===== src/rtl/csu_pkg.sv =====
// Package for the cosine similarity unit: datapath widths, counter loads
// and the sequencer state type. It depends on nothing else.
package csu_pkg;

	localparam int ELEM_W   = 16;
	localparam int MPY_W    = 2 * ELEM_W;
	localparam int SQ_W     = MPY_W - 1;
	localparam int DOT_W    = 41;
	localparam int NORM_W   = 40;
	localparam int WORK_W   = 2 * NORM_W;
	localparam int ROOT_W   = NORM_W;
	localparam int REM_W    = ROOT_W + 3;
	localparam int FRAC_W   = 15;
	localparam int DVD_W    = DOT_W + FRAC_W;
	localparam int CNT_W    = 6;

	localparam logic [CNT_W-1:0] MUL_LAST_BIT  = CNT_W'(NORM_W - 1);
	localparam logic [CNT_W-1:0] SQRT_LAST_BIT = CNT_W'(ROOT_W - 1);
	localparam logic [CNT_W-1:0] DIV_LAST_BIT  = CNT_W'(DVD_W - 1);

	localparam logic [DOT_W-1:0]  DOT_MAX  = {1'b0, {(DOT_W-1){1'b1}}};
	localparam logic [DOT_W-1:0]  DOT_MIN  = {1'b1, {(DOT_W-1){1'b0}}};
	localparam logic [NORM_W-1:0] NORM_MAX = {NORM_W{1'b1}};

	localparam logic [ELEM_W-1:0] SIM_MAX = {1'b0, {(ELEM_W-1){1'b1}}};
	localparam logic [ELEM_W-1:0] SIM_MIN = {1'b1, {(ELEM_W-1){1'b0}}};

	typedef enum logic [3:0] {
		ST_IDLE,
		ST_MAC_DOT,
		ST_MAC_NA,
		ST_MAC_NB,
		ST_CHECK,
		ST_MUL,
		ST_SQRT,
		ST_DIV_LOAD,
		ST_DIV,
		ST_EMIT
	} csu_state_t;

endpackage


===== src/rtl/cosine_similarity_unit.sv =====
// Cosine similarity unit: streaming dot product and norms of two Q4.12
// vectors, followed by an iterative product, square root and divide.
// Depends on csu_pkg.
//
//   channel   direction  handshake          payload
//   input     in         valid / ready      elem_a, elem_b, last
//   output    out        out_valid / out_ready  similarity, zero_norm
//
// Every item goes through one register stage and one pass of the shared 16x16
// multiplier for each of the three sums. A last item then adds a check step
// and, unless a norm is zero, 40 shift-add steps for the norm product, 40
// square root steps, a load step and 56 restoring divide steps; a final step
// hands over the result. The single sequencer runs all of these steps.
// Reset clears the sums, the sequencer and the output valid flag.
// A finished result waits in the output register while new items are taken;
// only a second result stalls until the first one has been taken.
module cosine_similarity_unit
	import csu_pkg::*;
(
	input  logic                     clk,
	input  logic                     arst_n,
	input  logic                     valid,
	output logic                     ready,
	input  logic signed [ELEM_W-1:0] elem_a,
	input  logic signed [ELEM_W-1:0] elem_b,
	input  logic                     last,
	output logic                     out_valid,
	input  logic                     out_ready,
	output logic signed [ELEM_W-1:0] similarity,
	output logic                     zero_norm
);

	csu_state_t state_q, state_d;

	logic signed [ELEM_W-1:0] a_q, b_q;
	logic                     last_q;
	logic signed [DOT_W-1:0]  dot_q;
	logic [NORM_W-1:0]        na_q, nb_q;
	logic [WORK_W-1:0]        work_q;
	logic [ROOT_W-1:0]        root_q;
	logic [REM_W-1:0]         rem_q;
	logic [CNT_W-1:0]         cnt_q;
	logic                     neg_q;
	logic                     zn_q;
	logic                     out_valid_q;
	logic signed [ELEM_W-1:0] sim_q;
	logic                     zero_norm_q;

	// Shared multiplier and accumulators
	logic signed [ELEM_W-1:0] mul_x, mul_y;
	logic signed [MPY_W-1:0]  mul_p;
	logic signed [DOT_W:0]    dot_sum;
	logic [NORM_W-1:0]        norm_cur;
	logic [NORM_W:0]          norm_sum;
	logic [NORM_W-1:0]        norm_sat;
	logic [DOT_W-1:0]         dot_sat;

	// Iterative steps
	logic [WORK_W-1:0] mul_step;
	logic [REM_W-1:0]  sq_rem, sq_trial, sq_diff;
	logic              sq_ge;
	logic [DOT_W-1:0]  dv_rem, dv_div;
	logic              dv_ge;
	logic [DOT_W-1:0]  dot_mag;
	logic [DVD_W-1:0]  quot;
	logic [ELEM_W-1:0] sim_res;

	logic take_in, emit_fire, cnt_done;

	assign ready     = (state_q == ST_IDLE);
	assign take_in   = valid && ready;
	assign out_valid = out_valid_q;
	assign similarity = sim_q;
	assign zero_norm = zero_norm_q;
	assign cnt_done  = (cnt_q == '0);
	assign emit_fire = (state_q == ST_EMIT) && (!out_valid_q || out_ready);

	always_comb begin
		unique case (state_q)
			ST_MAC_NA: begin
				mul_x = a_q;
				mul_y = a_q;
			end
			ST_MAC_NB: begin
				mul_x = b_q;
				mul_y = b_q;
			end
			default: begin
				mul_x = a_q;
				mul_y = b_q;
			end
		endcase
	end

	assign mul_p   = mul_x * mul_y;
	assign dot_sum = {dot_q[DOT_W-1], dot_q} + (DOT_W+1)'(mul_p);

	always_comb begin
		if (dot_sum[DOT_W] != dot_sum[DOT_W-1]) begin
			dot_sat = dot_sum[DOT_W] ? DOT_MIN : DOT_MAX;
		end else begin
			dot_sat = dot_sum[DOT_W-1:0];
		end
	end

	// A square is never negative, so its low bits are taken as unsigned.
	assign norm_cur = (state_q == ST_MAC_NA) ? na_q : nb_q;
	assign norm_sum = {1'b0, norm_cur} + (NORM_W+1)'(mul_p[SQ_W-1:0]);
	assign norm_sat = norm_sum[NORM_W] ? NORM_MAX : norm_sum[NORM_W-1:0];

	// Norm product, most significant multiplier bit first.
	assign mul_step = {work_q[WORK_W-2:0], 1'b0} +
		(nb_q[cnt_q] ? WORK_W'(na_q) : '0);

	// Digit-by-digit square root, two radicand bits per step.
	assign sq_rem   = {rem_q[REM_W-3:0], work_q[WORK_W-1 -: 2]};
	assign sq_trial = {1'b0, root_q, 2'b01};
	assign sq_ge    = (sq_rem >= sq_trial);
	assign sq_diff  = sq_rem - sq_trial;

	// Restoring divide, quotient bits shift in from the bottom of work_q.
	assign dv_rem = {rem_q[ROOT_W-1:0], work_q[DVD_W-1]};
	assign dv_div = {1'b0, root_q};
	assign dv_ge  = (dv_rem >= dv_div);

	assign dot_mag = dot_q[DOT_W-1] ? (~dot_q + DOT_W'(1)) : dot_q;

	assign quot = work_q[DVD_W-1:0];
	always_comb begin
		if (neg_q) begin
			sim_res = (quot > DVD_W'(SIM_MIN)) ? SIM_MIN : (~quot[ELEM_W-1:0] + ELEM_W'(1));
		end else begin
			sim_res = (quot > DVD_W'(SIM_MAX)) ? SIM_MAX : quot[ELEM_W-1:0];
		end
	end

	always_ff @(posedge clk or negedge arst_n) begin
		if (!arst_n) begin
			state_q <= ST_IDLE;
		end else begin
			state_q <= state_d;
		end
	end

	always_comb begin
		state_d = state_q;
		unique case (state_q)
			ST_IDLE:     if (take_in) state_d = ST_MAC_DOT;
			ST_MAC_DOT:  state_d = ST_MAC_NA;
			ST_MAC_NA:   state_d = ST_MAC_NB;
			ST_MAC_NB:   state_d = last_q ? ST_CHECK : ST_IDLE;
			ST_CHECK: begin
				if (na_q == '0 || nb_q == '0) begin
					state_d = ST_EMIT;
				end else begin
					state_d = ST_MUL;
				end
			end
			ST_MUL:      if (cnt_done) state_d = ST_SQRT;
			ST_SQRT:     if (cnt_done) state_d = ST_DIV_LOAD;
			ST_DIV_LOAD: state_d = ST_DIV;
			ST_DIV:      if (cnt_done) state_d = ST_EMIT;
			ST_EMIT:     if (emit_fire) state_d = ST_IDLE;
			default:     state_d = ST_IDLE;
		endcase
	end

	// Sums and flags that must start from zero.
	always_ff @(posedge clk or negedge arst_n) begin
		if (!arst_n) begin
			dot_q       <= '0;
			na_q        <= '0;
			nb_q        <= '0;
			out_valid_q <= 1'b0;
		end else begin
			if (out_valid_q && out_ready && !emit_fire) begin
				out_valid_q <= 1'b0;
			end
			case (state_q)
				ST_MAC_DOT: dot_q <= dot_sat;
				ST_MAC_NA:  na_q  <= norm_sat;
				ST_MAC_NB:  nb_q  <= norm_sat;
				ST_EMIT: begin
					if (emit_fire) begin
						out_valid_q <= 1'b1;
						dot_q       <= '0;
						na_q        <= '0;
						nb_q        <= '0;
					end
				end
				default: ;
			endcase
		end
	end

	// Working registers of the iterative unit; no reset needed.
	always_ff @(posedge clk) begin
		case (state_q)
			ST_IDLE: begin
				if (take_in) begin
					a_q    <= elem_a;
					b_q    <= elem_b;
					last_q <= last;
				end
			end
			ST_CHECK: begin
				zn_q   <= (na_q == '0 || nb_q == '0);
				work_q <= '0;
				cnt_q  <= MUL_LAST_BIT;
			end
			ST_MUL: begin
				work_q <= mul_step;
				cnt_q  <= cnt_done ? SQRT_LAST_BIT : cnt_q - CNT_W'(1);
				rem_q  <= '0;
				root_q <= '0;
			end
			ST_SQRT: begin
				work_q <= {work_q[WORK_W-3:0], 2'b00};
				rem_q  <= sq_ge ? sq_diff : sq_rem;
				root_q <= {root_q[ROOT_W-2:0], sq_ge};
				cnt_q  <= cnt_q - CNT_W'(1);
			end
			ST_DIV_LOAD: begin
				neg_q  <= dot_q[DOT_W-1];
				work_q <= WORK_W'({dot_mag, {FRAC_W{1'b0}}});
				rem_q  <= '0;
				cnt_q  <= DIV_LAST_BIT;
			end
			ST_DIV: begin
				rem_q  <= REM_W'(dv_ge ? (dv_rem - dv_div) : dv_rem);
				work_q <= WORK_W'({work_q[DVD_W-2:0], dv_ge});
				cnt_q  <= cnt_q - CNT_W'(1);
			end
			ST_EMIT: begin
				if (emit_fire) begin
					sim_q       <= zn_q ? '0 : sim_res;
					zero_norm_q <= zn_q;
				end
			end
			default: ;
		endcase
	end

endmodule


===== config.mk =====
export PLATFORM = sky130hd
export DESIGN_NAME = cosine_similarity_unit
export DESIGN_NICKNAME = d
export VERILOG_FILES = /design/src/rtl/csu_pkg.sv /design/src/rtl/cosine_similarity_unit.sv
export SDC_FILE = /design/constraint.sdc
export NUM_CORES = 2
export LEC_CHECK = 0
export ABC_AREA = 1
export BUFFER_PORTS_ARGS = -buffer_cell sky130_fd_sc_hd__buf_2
export CORE_ASPECT_RATIO = 1.75
export CORE_UTILIZATION = 50
export DETAILED_ROUTE_END_ITERATION = 6
export PLACE_DENSITY_LB_ADDON = 0.12
export SLEW_MARGIN = 20
export SYNTH_ARGS = -nofsm -noshare
export SYNTH_HDL_FRONTEND = slang
export SYNTH_SLANG_ARGS = --single-unit

===== constraint.sdc =====
create_clock -name clk -period 8.5 [get_ports clk]
set_input_delay 0 -clock clk [delete_from_list [all_inputs] [get_ports clk]]
set_output_delay 0 -clock clk [all_outputs]
set_load 0.01 [all_outputs]

### Yosys cells after proc, flatten, opt, wreduce, memory -nomap -nowiden

Index checks and enable logic that the tools add are counted.

* bits in registers: 345
* latch bits: 0
* bits in writable memories: 0
* memory bits (read-only): 0
* input bits: 37
* output and inout port bits: 19
* word-level logic and storage cells: 110
* memories kept: 0

* add/subtract/negate cells: 8
* multipliers: 1
* div/mod/pow operators: 0
* $lt $le $gt $ge: 5
* eq/ne operators: 15
* shift-type cells: 0
* multiplexer cells: 36
* bitwise gates (word level): 2
* reduce and logical (&&, ||, !) cells: 27

Operator list (number)
* $pmux 80 s5: 1
* $mux 41: 6
* $pmux 40 s2: 3
* $mux 40: 4
* $pmux 41 s3: 1
* $pmux 41 s2: 1
* $add 80x40->80: 1
* $logic_not 40->1: 2
* $mux 16: 5
* $gt 56x15->1 const B: 1
* $gt 56x16->1 const B: 1
* $ge 43x42->1: 1
* $add 41x32->42: 1
* $add 40x31->41: 1
* $add 41x2->41 const B: 1
* $ge 41x40->1: 1
* $not 41->41: 1
* $sub 41x40->41: 1
* $sub 41x41->41: 1
* $pmux 4 s10: 1
* $mul 16x16->32: 1
* $mux 4: 6
* $pmux 6 s4: 1
* $add 16x1->16 const B: 1
* other kinds (26): 50

### Depth between registers and ports, before layout

* depth in word-level cells: 8
* mapped depth: 52
* depth with buffers taken out: 48

### Worst setup path before layout

No wires, ideal clock.

* path type: reg2reg
* from: reg state_q[3]
* to: reg dot_q[0]
* library setup time: 0.117 ns
* arrival time: 8.726 ns
* data required time: 8.383 ns
* path slack: -0.343 ns
* stages on the path, launching flop included: 41
* buffers on the path: 2
* clock period less this slack: 8.843 ns
* cell sequence: dfrtp_1 -> nor2_4 -> inv_2 -> nor2_4 -> inv_2 -> o21ai_0 -> inv_1 -> buf_2 -> nor2_1 -> inv_1 -> fa_1 -> inv_1 -> fa_1 -> fa_1 -> fa_1 -> inv_1 -> fa_1 -> fa_1 -> [... 5 more ...] -> nor4_1 -> nand2_1 -> o2111ai_1 -> xor2_1 -> ha_1 -> a21oi_1 -> inv_1 -> a21oi_1 -> nand2_1 -> a21oi_1 -> nand3_1 -> nand2_1 -> nand2_1 -> nand2_1 -> buf_2 -> nand3_1 -> nand2_1 -> nand2_1

* longest elaborated chain between the ends: 7
* elaborated cells between the ends (all ways): 16
* classes of those cells: 1 x add/sub; 1 x mul; 6 x eq/ne; 5 x mux; 3 x reduce/logical

Ends and longest elaborated chain
* from (decl): RTL line cosine_similarity_unit.sv:33 `csu_state_t state_q, state_d;`
* from (signal assigned): RTL line cosine_similarity_unit.sv:141 `state_q <= state_d;`
* $eq 4x2->1: RTL line cosine_similarity_unit.sv:79 `unique case (state_q)`
* $mux 16: RTL line cosine_similarity_unit.sv:79
* $mul 16x16->32: RTL line cosine_similarity_unit.sv:95 `assign mul_p = mul_x * mul_y;`
* $add 41x32->42: RTL line cosine_similarity_unit.sv:96 `assign dot_sum = {dot_q[DOT_W-1], dot_q} + (DOT_W+1)'(mul_p);`
* $mux 41 / $ne 1x1->1 (equally long branches): RTL line cosine_similarity_unit.sv:100, cosine_similarity_unit.sv:99
* $mux 41: RTL line cosine_similarity_unit.sv:99 `if (dot_sum[DOT_W] != dot_sum[DOT_W-1]) begin`
* $pmux 41 s2: RTL line cosine_similarity_unit.sv:179 `case (state_q)`
* to (signal assigned): RTL line cosine_similarity_unit.sv:180 `ST_MAC_DOT: dot_q <= dot_sat;`
* to (decl): RTL line cosine_similarity_unit.sv:37 `logic signed [DOT_W-1:0] dot_q;`

Parallel ways exist; a longest one is shown, timed or not.
A chain may end at the register's enable or synchronous reset.

### Worst setup path after layout

* from: reg state_q[2]
* to: reg dot_q[12]

The elaborated chain is that of the path after synthesis.

==> flow_summary.html <==
<table>
<tr><th>Metric</th><th>Value</th></tr>
<tr><th colspan="2">Global routing</th></tr>
<tr><td>Antenna violations before repair</td><td>0</td></tr>
<tr><td>Number of global-route vias before repair</td><td>48590</td></tr>
<tr><td>GR Util All Layers</td><td>0.4045</td></tr>
<tr><td>GR Overflow Total</td><td>0</td></tr>
<tr><td>Wire length of the first global-routing pass</td><td>276500 µm</td></tr>
<tr><td>Largest net degree at the start of global routing</td><td>82</td></tr>
<tr><th colspan="2">Flow run</th></tr>
<tr><td>Count of maximum capacitance violations</td><td>0</td></tr>
<tr><th colspan="2">Timing</th></tr>
<tr><td>Ratio of final minimum period to clock period</td><td>1.022</td></tr>
<tr><td>Post-Route Hold Slack</td><td>0.09478 ns</td></tr>
<tr><td>Hold violation count in the final report</td><td>0</td></tr>
<tr><td>Max Slew Vio Count</td><td>0</td></tr>
<tr><td>Setup repair after global routing missed its margin</td><td>yes</td></tr>
<tr><td>Final critical path time including I/O delays and setup</td><td>8.687 ns</td></tr>
<tr><td>Max-Slew Margin vs Limit</td><td>0.1822</td></tr>
<tr><td>Slew at the pin closest to its max-slew limit</td><td>1.217 ns</td></tr>
<tr><td>Clock Skews</td><td>0.02497 ns</td></tr>
<tr><td>Highest clock rate</td><td>115.1 MHz</td></tr>
<tr><td>Number of failing setup endpoints in the final timing report</td><td>67</td></tr>
<tr><td>Final worst-path setup slack</td><td>-0.1868 ns</td></tr>
<tr><th colspan="2">Layout</th></tr>
<tr><td>Antenna diode instance count</td><td>0</td></tr>
<tr><td>Number of standard cells in the layout, taps in and fillers out</td><td>8534</td></tr>
<tr><td>Area growth from synthesis to layout</td><td>18.79%</td></tr>
<tr><td>Utilization of the core after routing</td><td>0.6016</td></tr>
<tr><td>Leading cell type in the layout, fill and taps excluded</td><td>nand2_1</td></tr>
<tr><td>Layout cell share with drive strength beyond 1</td><td>0.1303</td></tr>
<tr><td>Commonest non-fill, non-tap cells in the layout</td><td>nand2_1, inv_1, nor2_1</td></tr>
<tr><td>Layout net count</td><td>7921</td></tr>
<tr><td>Post-layout instance area</td><td>53110 µm²</td></tr>
<tr><th colspan="2">Die</th></tr>
<tr><td>Effective utilization at floorplan</td><td>0.5064</td></tr>
<tr><td>Core area</td><td>88280 µm²</td></tr>
<tr><td>Row Count</td><td>144</td></tr>
<tr><td>Width of the die</td><td>228.1 µm</td></tr>
<tr><td>Floorplan die area</td><td>90670 µm²</td></tr>
<tr><td>Die outline height</td><td>397.6 µm</td></tr>
<tr><td>I/O pin total</td><td>56</td></tr>
<tr><th colspan="2">Yosys</th></tr>
<tr><td>Share of synthesized registers carrying an async set or reset</td><td>0.3652</td></tr>
<tr><td>Library cell occupying the most area in the post-synthesis netlist</td><td>nand2_1</td></tr>
<tr><td>Post-synth design cell area</td><td>44710 µm²</td></tr>
<tr><td>Average size of a mapped cell</td><td>6.595 µm²</td></tr>
<tr><td>FF+latch count, synth</td><td>345</td></tr>
<tr><td>Post-synthesis cell type count</td><td>51</td></tr>
<tr><td>Cells after Synth</td><td>6780</td></tr>
<tr><td>Prevailing post-synth register cell</td><td>edfxtp_1</td></tr>
<tr><td>Area share of the leading cell type in the synthesized netlist</td><td>0.1519</td></tr>
<tr><td>Synth Warn #</td><td>0</td></tr>
<tr><td>Number of synthesized flops with an enable pin</td><td>219</td></tr>
<tr><td>Sequential share of the synthesized area</td><td>0.2176</td></tr>
<tr><td>Synth top area cells</td><td>nand2_1, edfxtp_1, fa_1, inv_1, ha_1</td></tr>
<tr><td>Net count after synthesis</td><td>7366</td></tr>
<tr><th colspan="2">Drt</th></tr>
<tr><td>Number of vias per cell after detailed routing</td><td>5.661</td></tr>
<tr><td>Wirelength per Cell</td><td>21.95 µm</td></tr>
<tr><td>Post-detailed-route count of antenna-violating nets</td><td>0</td></tr>
<tr><td>Vias after detailed routing</td><td>48310</td></tr>
<tr><td>Number of iterations in the first detailed-routing pass</td><td>7</td></tr>
<tr><td>Routed WL</td><td>187300 µm</td></tr>
<tr><td>Number of DRC violations after detailed-routing iteration 0</td><td>3442</td></tr>
<tr><td>DRC violations left</td><td>2</td></tr>
<tr><th colspan="2">Hold path</th></tr>
<tr><td>Number of instances on the worst hold path</td><td>2</td></tr>
<tr><td>Startpoint of the worst hold path</td><td>elem_b[5]</td></tr>
<tr><td>Min-Delay Endpoint</td><td>b_q[5]</td></tr>
<tr><td>Hold crit path type</td><td>in -&gt; reg</td></tr>
<tr><th colspan="2">Critical path</th></tr>
<tr><td>Crit-path most repeated cell</td><td>nand2_1</td></tr>
<tr><td>Type of element launching the critical path</td><td>flop</td></tr>
<tr><td>Worst reg2reg path startpoint</td><td>state_q[2]</td></tr>
<tr><td>FF-to-FF End</td><td>dot_q[12]</td></tr>
<tr><td>Startpoint-to-endpoint class of the critical path</td><td>reg -&gt; reg</td></tr>
<tr><td>Critical path endpoint category</td><td>flop</td></tr>
<tr><td>Kind of cell with the highest combined delay on the critical path</td><td>adder cells</td></tr>
<tr><td>Data required time at the worst endpoint</td><td>8.99 ns</td></tr>
<tr><td>Worst R2R Path Depth</td><td>41</td></tr>
<tr><td>Top fanout value on the critical path</td><td>20</td></tr>
<tr><td>Standard cell with the maximum stage delay on the critical path</td><td>fa_2</td></tr>
<tr><td>Worst path max stage delay</td><td>0.62 ns</td></tr>
<tr><td>Worst endpoint data arrival time</td><td>9.18 ns</td></tr>
<tr><td>Worst-case register-to-register setup slack</td><td>-0.19 ns</td></tr>
<tr><td>Number of buffer and inverter stages on the critical path</td><td>13</td></tr>
<tr><th colspan="2">Clock network</th></tr>
<tr><td>Clock-pin slew on the worst setup and hold paths</td><td>0.07 ns</td></tr>
<tr><td>Number of buffers inserted during clock tree synthesis</td><td>39</td></tr>
<tr><td>Maximum number of buffers from clock root to sink</td><td>3</td></tr>
<tr><td>Clock Sink Count</td><td>345</td></tr>
<tr><td>Source-to-sink clock delay at the later pin of the worst-skew pair</td><td>0.61 ns</td></tr>
<tr><td>CTS tree</td><td>done</td></tr>
<tr><td>Clock root buffer</td><td>clkbuf_16</td></tr>
<tr><td>H-tree levels</td><td>2</td></tr>
<tr><th colspan="2">Outcome</th></tr>
<tr><td>Outcome</td><td>complete, but fails checks</td></tr>
<tr><td>Failing checks</td><td>DRC, setup timing</td></tr>
<tr><th colspan="2">Place</th></tr>
<tr><td>Final estimated routing congestion in global placement</td><td>1.052</td></tr>
<tr><td>Total half-perimeter wirelength after legalization and detailed placement</td><td>151600 µm</td></tr>
<tr><td>Placed cells</td><td>8397</td></tr>
<tr><td>Post-Place Cell Area</td><td>50010 µm²</td></tr>
<tr><td>Quantity of I/O buffers inserted on ports</td><td>55</td></tr>
</table>
cell type report:
cell class | count | area [µm²]
inverter | 1186 | 4469
clock inverter | 22 | 290.3
sequential | 345 | 9729
fill | 8583 | 35170
clock buffer | 50 | 1059
tap | 1168 | 1461
multi-input combinational | 5095 | 30860
timing repair buffer | 668 | 5244
metrics by stage:
stage                     worst slack (ns)  setup TNS, ns
after floorplan                    0.02976              0
after global placement             -0.8353         -66.21
after detailed placement           -0.8693         -72.69
after CTS                         -0.01943        -0.3962
after global routing               -0.5355         -45.48
final                              -0.1868         -7.349
state kept, by name, indices dropped and copies added, names as in the netlist:
| register | cells |
|---|---|
| nb_q | 40 |
| zn_q | 1 |
| rem_q | 41 |
| b_q | 16 |
| last_q | 1 |
| out_valid | 1 |
| neg_q | 1 |
| root_q | 40 |
| similarity | 16 |
| a_q | 16 |
| dot_q | 41 |
| state_q | 4 |
| zero_norm | 1 |
| work_q | 80 |
| na_q | 40 |
| cnt_q | 6 |
kinds of logic (layout without fill, tap and decap cells):
kind of cell             after synthesis  count (layout)  share of synthesized area
AND/OR/NAND/NOR                     3440            3442                     0.3227
XOR/XNOR                             127             127                    0.02488
buffers and inverters               1342            1926                     0.1161
AO/OA/AOI/OAI                        977             977                     0.1204
adder cells (fa/ha/maj)              549             549                     0.1983
flip-flops                           345             345                     0.2176
routing by layer:
layer,GRT usage,wire [µm],up-vias
met5,0,0,-
met2,0.7346,93870,2047
met4,0.3998,22120,0
li1,-,-,22850
met1,0.3907,61510,22550
met3,0.04910,9817,858
repair_timing:
| item | in CTS | in global routing |
|---|---|---|
| pin swaps | 11 | 35 |
| cloned | 1 | 4 |
| endpoints found under the setup margin | 121 | 121 |
| hold endpoints to repair | 106 | 0 |
| gates resized for setup | 92 | 166 |
| hold buffers | 38 | 0 |
| setup buffers | 6 | 16 |
worst reg2reg max path, delay by kind of cell, from the launching register on:
| kind | cells | cell delay [ns] |
|---|---|---|
| compound gates | 6 | 0.93 |
| xor+xnor | 1 | 0.25 |
| fa+ha+maj | 8 | 3.82 |
| buf+inv | 13 | 1.69 |
| flops | 1 | 0.41 |
| simple gates | 13 | 1.47 |
worst max path at each step:
stage               slack, ns   endpoint        from  depth (start not counted)
floorplan                0.03   dot_q[0]  state_q[3]                         40
finish                  -0.19  dot_q[12]  state_q[2]                         41
global placement        -0.84  dot_q[39]  state_q[3]                         42
detailed placement      -0.87  dot_q[39]  state_q[0]                         38
global route            -0.54  dot_q[34]  state_q[2]                         43
CTS                     -0.02    nb_q[0]  state_q[2]                         39
Yosys cell counts, types with 39 or more instances:
cell	instances
a21oi_1	369
buf_2	63
clkbuf_1	67
dfrtp_1	126
edfxtp_1	219
fa_1	266
ha_1	283
inv_1	1164
nand2_1	1809
nand3_1	489
nand3b_1	39
nand4_1	132
nor2_1	802
nor3_1	72
o21ai_0	394
o21bai_1	41
xnor2_1	70
xor2_1	57
Power is left out: the tool's default activity adds up to more than one toggle a clock period on the data nets, which glitch-free logic cannot reach.
